File: config.mk
export PLATFORM = sky130hd
export DESIGN_NAME = chkv_ctrl
export DESIGN_NICKNAME = d
export VERILOG_FILES = /design/src/rtl/core/chkv_pkg.sv /design/src/rtl/core/chkv_ctrl.sv
export SDC_FILE = /design/constraint.sdc
export NUM_CORES = 1
export LEC_CHECK = 0
export ABC_AREA = 1
export BUFFER_PORTS_ARGS = -buffer_cell sky130_fd_sc_hd__buf_2
export CORE_AREA = 5 5 42 44
export CTS_CLUSTER_DIAMETER = 60
export DETAILED_ROUTE_END_ITERATION = 8
export DIE_AREA = 0 0 47 49
export PLACE_DENSITY = 0.58
export SYNTH_ARGS = -nofsm -noshare
export SYNTH_HDL_FRONTEND = slang
export SYNTH_SLANG_ARGS = --single-unit
File: constraint.sdc
create_clock -name i_clk -period 3.1 [get_ports i_clk]
set_input_delay 0.62 -clock i_clk [delete_from_list [all_inputs] [get_ports i_clk]]
set_output_delay 0.62 -clock i_clk [all_outputs]
set_load 0.02 [all_outputs]
File: src/rtl/core/chkv_pkg.sv
// ----------------------------------------------------------------------------
// chkv_pkg
// Shared types and constants for the chained hash key-value store.
// ----------------------------------------------------------------------------
`default_nettype none

package chkv_pkg;

    localparam int unsigned LOG2_MAX_SIZE_DEF = 12;
    localparam int unsigned KEY_W             = 64;
    localparam int unsigned VAL_W             = 8;
    localparam int unsigned CFG_W             = 4;
    localparam logic [CFG_W-1:0] LOG2_RESET   = 4'd12;

    localparam logic OP_INSERT = 1'b0;
    localparam logic OP_LOOKUP = 1'b1;

    typedef enum logic [3:0] {
        S_CLEAR,
        S_IDLE,
        S_HASH,
        S_HEAD_RD,
        S_HEAD_WAIT,
        S_INSERT,
        S_ENTRY_RD,
        S_ENTRY_WAIT,
        S_CHECK,
        S_OUT
    } t_state;

    // controller to datapath
    typedef struct packed {
        logic load;       // capture input beat
        logic hash_step;  // advance hash pipeline one step
        logic clr_wr;     // write empty marker at clear address
        logic ins_wr;     // write entry and new head
        logic ent_rd;     // read entry at walk pointer
        logic take_link;  // walk pointer from link
        logic take_head;  // walk pointer from head
        logic set_hit;    // record match
        logic set_full;   // record dropped insert
        logic out_load;   // present result
    } t_cmd;

    // datapath to controller
    typedef struct packed {
        logic clr_done;
        logic hash_done;
        logic is_lookup;
        logic full;
        logic ptr_empty;
        logic key_match;
        logic out_busy;
    } t_status;

endpackage

`default_nettype wire

File: src/rtl/core/chkv_ctrl.sv
// ----------------------------------------------------------------------------
// chkv_ctrl
// Sequencer: clear sweep, hashing, insert, chain walk, result hand-off.
// ----------------------------------------------------------------------------
`default_nettype none

module chkv_ctrl (
    input  wire logic              i_clk,
    input  wire logic              i_rst_n,
    input  wire logic              i_req_valid,
    input  wire chkv_pkg::t_status i_sts,
    output chkv_pkg::t_cmd         o_cmd,
    output chkv_pkg::t_state       o_state
);
    import chkv_pkg::*;

    t_state r_state, n_state;

    always_ff @(posedge i_clk) begin
        if (!i_rst_n) r_state <= S_CLEAR;
        else          r_state <= n_state;
    end

    always_comb begin
        n_state = r_state;
        o_cmd   = '0;
        unique case (r_state)
            S_CLEAR: begin
                o_cmd.clr_wr = 1'b1;
                if (i_sts.clr_done) begin
                    o_cmd.clr_wr = 1'b0;
                    n_state = S_IDLE;
                end
            end
            S_IDLE: begin
                if (i_req_valid) begin
                    o_cmd.load = 1'b1;
                    n_state = S_HASH;
                end
            end
            S_HASH: begin
                if (i_sts.hash_done) n_state = S_HEAD_RD;
                else o_cmd.hash_step = 1'b1;
            end
            S_HEAD_RD: n_state = S_HEAD_WAIT;
            S_HEAD_WAIT: begin
                if (i_sts.is_lookup) begin
                    o_cmd.take_head = 1'b1;
                    n_state = S_ENTRY_RD;
                end else if (i_sts.full) begin
                    o_cmd.set_full = 1'b1;
                    n_state = S_OUT;
                end else begin
                    n_state = S_INSERT;
                end
            end
            S_INSERT: begin
                o_cmd.ins_wr = 1'b1;
                n_state = S_OUT;
            end
            S_ENTRY_RD: begin
                if (i_sts.ptr_empty) n_state = S_OUT;
                else n_state = S_ENTRY_WAIT;
            end
            S_ENTRY_WAIT: n_state = S_CHECK;
            S_CHECK: begin
                if (i_sts.key_match) begin
                    o_cmd.set_hit = 1'b1;
                    n_state = S_OUT;
                end else begin
                    o_cmd.take_link = 1'b1;
                    n_state = S_ENTRY_RD;
                end
            end
            S_OUT: begin
                if (!i_sts.out_busy) begin
                    o_cmd.out_load = 1'b1;
                    n_state = S_IDLE;
                end
            end
            default: n_state = S_IDLE;
        endcase
    end

    assign o_state = r_state;
endmodule

`default_nettype wire

* Word level (Yosys, flattened, before mapping) *
Cells that the tools add are included.

operators by class
  eq/ne operators = 13
  reduce and logical (&&, ||, !) cells = 2
  mux-type cells = 27
  $lt $le $gt $ge = 0
  multipliers = 0
  shifts and indexed selects = 0
  $add $sub $neg = 0
  bitwise logic cells = 0
  div/mod/pow operators = 0

operators by type and width
  kind                number
  $pmux 4 s10         1
  $mux 4              8
  $mux 1              18
  $eq 4x3->1 const B  4
  $eq 4x2->1 const B  2
  $eq 4x4->1 const B  2
  $ne 2x2->1 const B  4
  $eq 4x1->1 const B  1
  $logic_not 4->1     1
  $reduce_and 4->1    1

word-level totals
  RAM bits = 0
  memories = 0
  bits in latches = 0
  memory bits (read-only) = 0
  bits of input ports = 10
  register bits after elaboration = 4

* Longest topological paths before layout *
  word-level depth = 3
  depth in mapped cells = 8
  gate-level depth less buffers = 8

* Worst setup path before layout *
Ideal clock, no wire load.

  kind = register to output
  start point = reg r_state[0], in the netlist o_state[0]
  end point = out o_cmd[9] in the netlist's numbering
  required time = 2.480 ns
  data arrival time = 1.167 ns
  setup slack = 1.313 ns
  stages on the path, launching flop included = 5
  cells stage by stage = dfxtp_1 -> inv_1 -> nor2_1 -> nand2_1 -> nor2_1

RTL lines
  item                    RTL line         RTL
  from (decl)             chkv_ctrl.sv:17  t_state r_state, n_state;
  from (signal assigned)  chkv_ctrl.sv:21  else r_state <= n_state;
  to (decl)               chkv_ctrl.sv:12  output chkv_pkg::t_cmd o_cmd,

==> summary.md <==
| Metric | Value |
|---|---|
| Status | finished clean |
| Worst path most repeated cell | inv_1 |
| Final HPWL DP | 944.8 microns |
| Worst-path clk slew | 0.03 ns |
| Top cells by count, synth | nand2_1, inv_1, nor2_1 |
| Total vias in the final route | 503 |
| Largest net degree at the start of global routing | 8 |
| Required @ worst endpoint | 2.48 ns |
| Mapped cell area | 402.9 sq um |
| Fin crit share | 65.03% |
| Initial Util | 28.75% |
| Sequential area share after synthesis | 19.88% |
| RSZ-0062 raised after global routing | false |
| PnR worst setup slack | 1.084 ns |
| First-pass GRT wire length | 1.745 mm |
| CP Capture Type | output port |
| Crit-path max FO | 6 |
| Syn nets | 85 |
| Post-layout min period | 2.016 ns |
| WP data arrival | 1.40 ns |
| Synth area leader | nand2_1 |
| Power per cell area | 714.5 mW/mm^2 |
| Synth Instances | 75 |
| Post-place setup slack | 1.323 ns |
| Grt ovf | 0 |
| Unique masters post-synth | 16 |
| CTS buffer count | 3 |
| H-Tree Depth | 1 |
| Fin. Hold Viols | 0 |
| Critical Path Max Stage Delay | 0.35 ns |
| CTS Buffer Depth | 2 |
| Static Leak | 0.3689 nW |
| DRT iter0 DRCs | 6 |
| DR WL/cell | 9.522 microns |
| Peak VDD IR | 0.3928 mV |
| # diodes | 0 |
| Routed wire length | 1.095 mm |
| Core ar. | 0.001401 sq mm |
| Initial antenna violation count | 0 |
| Residual DRC | 0 |
| Worst Path Buf+Inv | 3 |
| FF+latch count, synth | 4 |
| Die height | 49 microns |
| Antenna-violating nets left | 0 |
| Nets | 111 |
| Asr flop ratio synth | 0% |
| Endpoints failing setup | 0 |
| Chip width | 47 microns |
| Startpoint types | flop |
| Pins over their slew limit | 0 |
| GRT Total Usage | 10.06% |
| Skew-Pair Late Insertion Delay | 0.23 ns |
| CTS tree | yes |
| Die ar. | 0.002303 sq mm |
| Port Buffers | 22 |
| Ys flop type | dfxtp_1 |
| Worst clock skew | 0.002557 ns |
| CTS Hold Bufs | 0 |
| Ys Warns | 0 |
| Critical-path cell list | nor2_2, inv_1, nor2_1, nand3_1, inv_1, buf_2 |
| Worst Hold Class | reg -> reg |
| Post-CTS Setup Inserts | 0 |
| CTS Sinks | 4 |
| Clk root buf | clkbuf_4 |
| Vias in the first global route | 456 |
| I/O pin cnt | 24 |
| DR pass1 iterations | 4 |
| CP max stage cell | dfxtp_1 |
| Via-to-Cell Ratio | 4.374 |
| Placed insts | 112 |
| Critical path type | reg -> out |
| Fin cells | 115 |
| Number of flops mapped to enable cells by yosys | 0 |
| Setup TNS | 0 ns |
| CTS-repair resized insts | 0 |
| Area share of the largest cell type after synthesis | 20.50% |
| Max Cap Viol | 0 |
| Synth Area per Inst | 5.372 sq um |
| Family with the most delay on the worst path | simple AND/OR/NAND/NOR gates |
| Area grow syn2layout | 36.03% |
| Most numerous cell in the Yosys netlist | nand2_1 |
| RD Place Congestion | 0.8315 |
| Share of layout cells above drive strength 1 | 31.31% |
| Fmax | 0.4960 GHz |
| Leading post-synthesis cells by cell area | nand2_1, dfxtp_1, inv_1, nand3_1, nor2_1 |
| Max reg flops | 4 |
| Core Rows | 14 |
worst paths after layout:
path              slack [ns]    endpoint  cells after the start        from
setup / recovery        1.08    o_cmd[1]                      6  o_state[1]
hold reg to reg         0.57  o_state[2]                      2  o_state[0]
setup reg to reg        1.79  o_state[1]                      7  o_state[0]
hold / removal          0.57  o_state[2]                      2  o_state[0]
routing by layer:
metal / vias to the layer above / GRT usage (%) / wire, microns
li1: 275 / - / -
met1: 205 / 12.47 / 488
met2: 23 / 15.61 / 489
met3: 0 / 5.166 / 117
met4: 0 / 1.382 / 0
met5: - / 0 / 0
metrics by stage:
| stage | instance area [sq um] | total power (W) | hold slack (ns) | utilization, % |
|---|---|---|---|---|
| after floorplan | 402.9 | 0.0002660 | 0.6197 | - |
| final | 548.0 | 0.0003916 | 0.5745 | 39.11 |
| after detailed placement | 525.5 | 0.0003331 | 0.5718 | 37.50 |
| after global routing | 548.0 | 0.0004395 | 0.6097 | 39.11 |
| after CTS | 548.0 | 0.0003970 | 0.5749 | 39.11 |
| after global placement | 525.5 | 0.0003307 | 0.5613 | 37.50 |
cells in the final DEF, fill, tap and decap left out:
| cell | instances |
|---|---|
| nand3_1 | 8 |
| buf_2 | 22 |
| nor2_4 | 2 |
| nor2_2 | 3 |
| nand3b_1 | 2 |
| nor2_1 | 9 |
| dfxtp_1 | 4 |
| inv_2 | 1 |
| conb_1 | 1 |
| a21oi_1 | 1 |
| nand4_1 | 1 |
| inv_1 | 17 |
| a31oi_1 | 1 |
| a41oi_1 | 1 |
| clkbuf_4 | 3 |
| nand2_1 | 22 |
| o21ai_0 | 1 |
power breakdown:
part | internal (W) | switching (W)
Sequential | 0.0000670 | 0.0000224
Clock | 0.0000430 | 0.0000173
Combinational | 0.0000788 | 0.000163
layout make-up:
cell class | instances | area (sq um)
clock buffer | 3 | 22.52
fill | 165 | 853.3
inverter | 18 | 67.56
multi-input combinational | 52 | 247.7
sequential | 4 | 80.08
tap | 16 | 20.02
timing repair buffer | 22 | 110.1
worst min-delay path: stages, from the launching register on:
cell,delay [ns]
dfxtp_1,0.34
nand3_1,0.10
a31oi_1,0.08
logic make-up (layout without fill, tap and decap cells):
logic type,count (synthesis),in the layout,synth area share [%]
other,1,1,0.9308
buffers and inverters,19,43,18.63
and+or+nand+nor,47,47,54.35
AOI/OAI and AO/OA,4,4,6.210
DFF,4,4,19.88
Power figures use the tool's default switching activity.
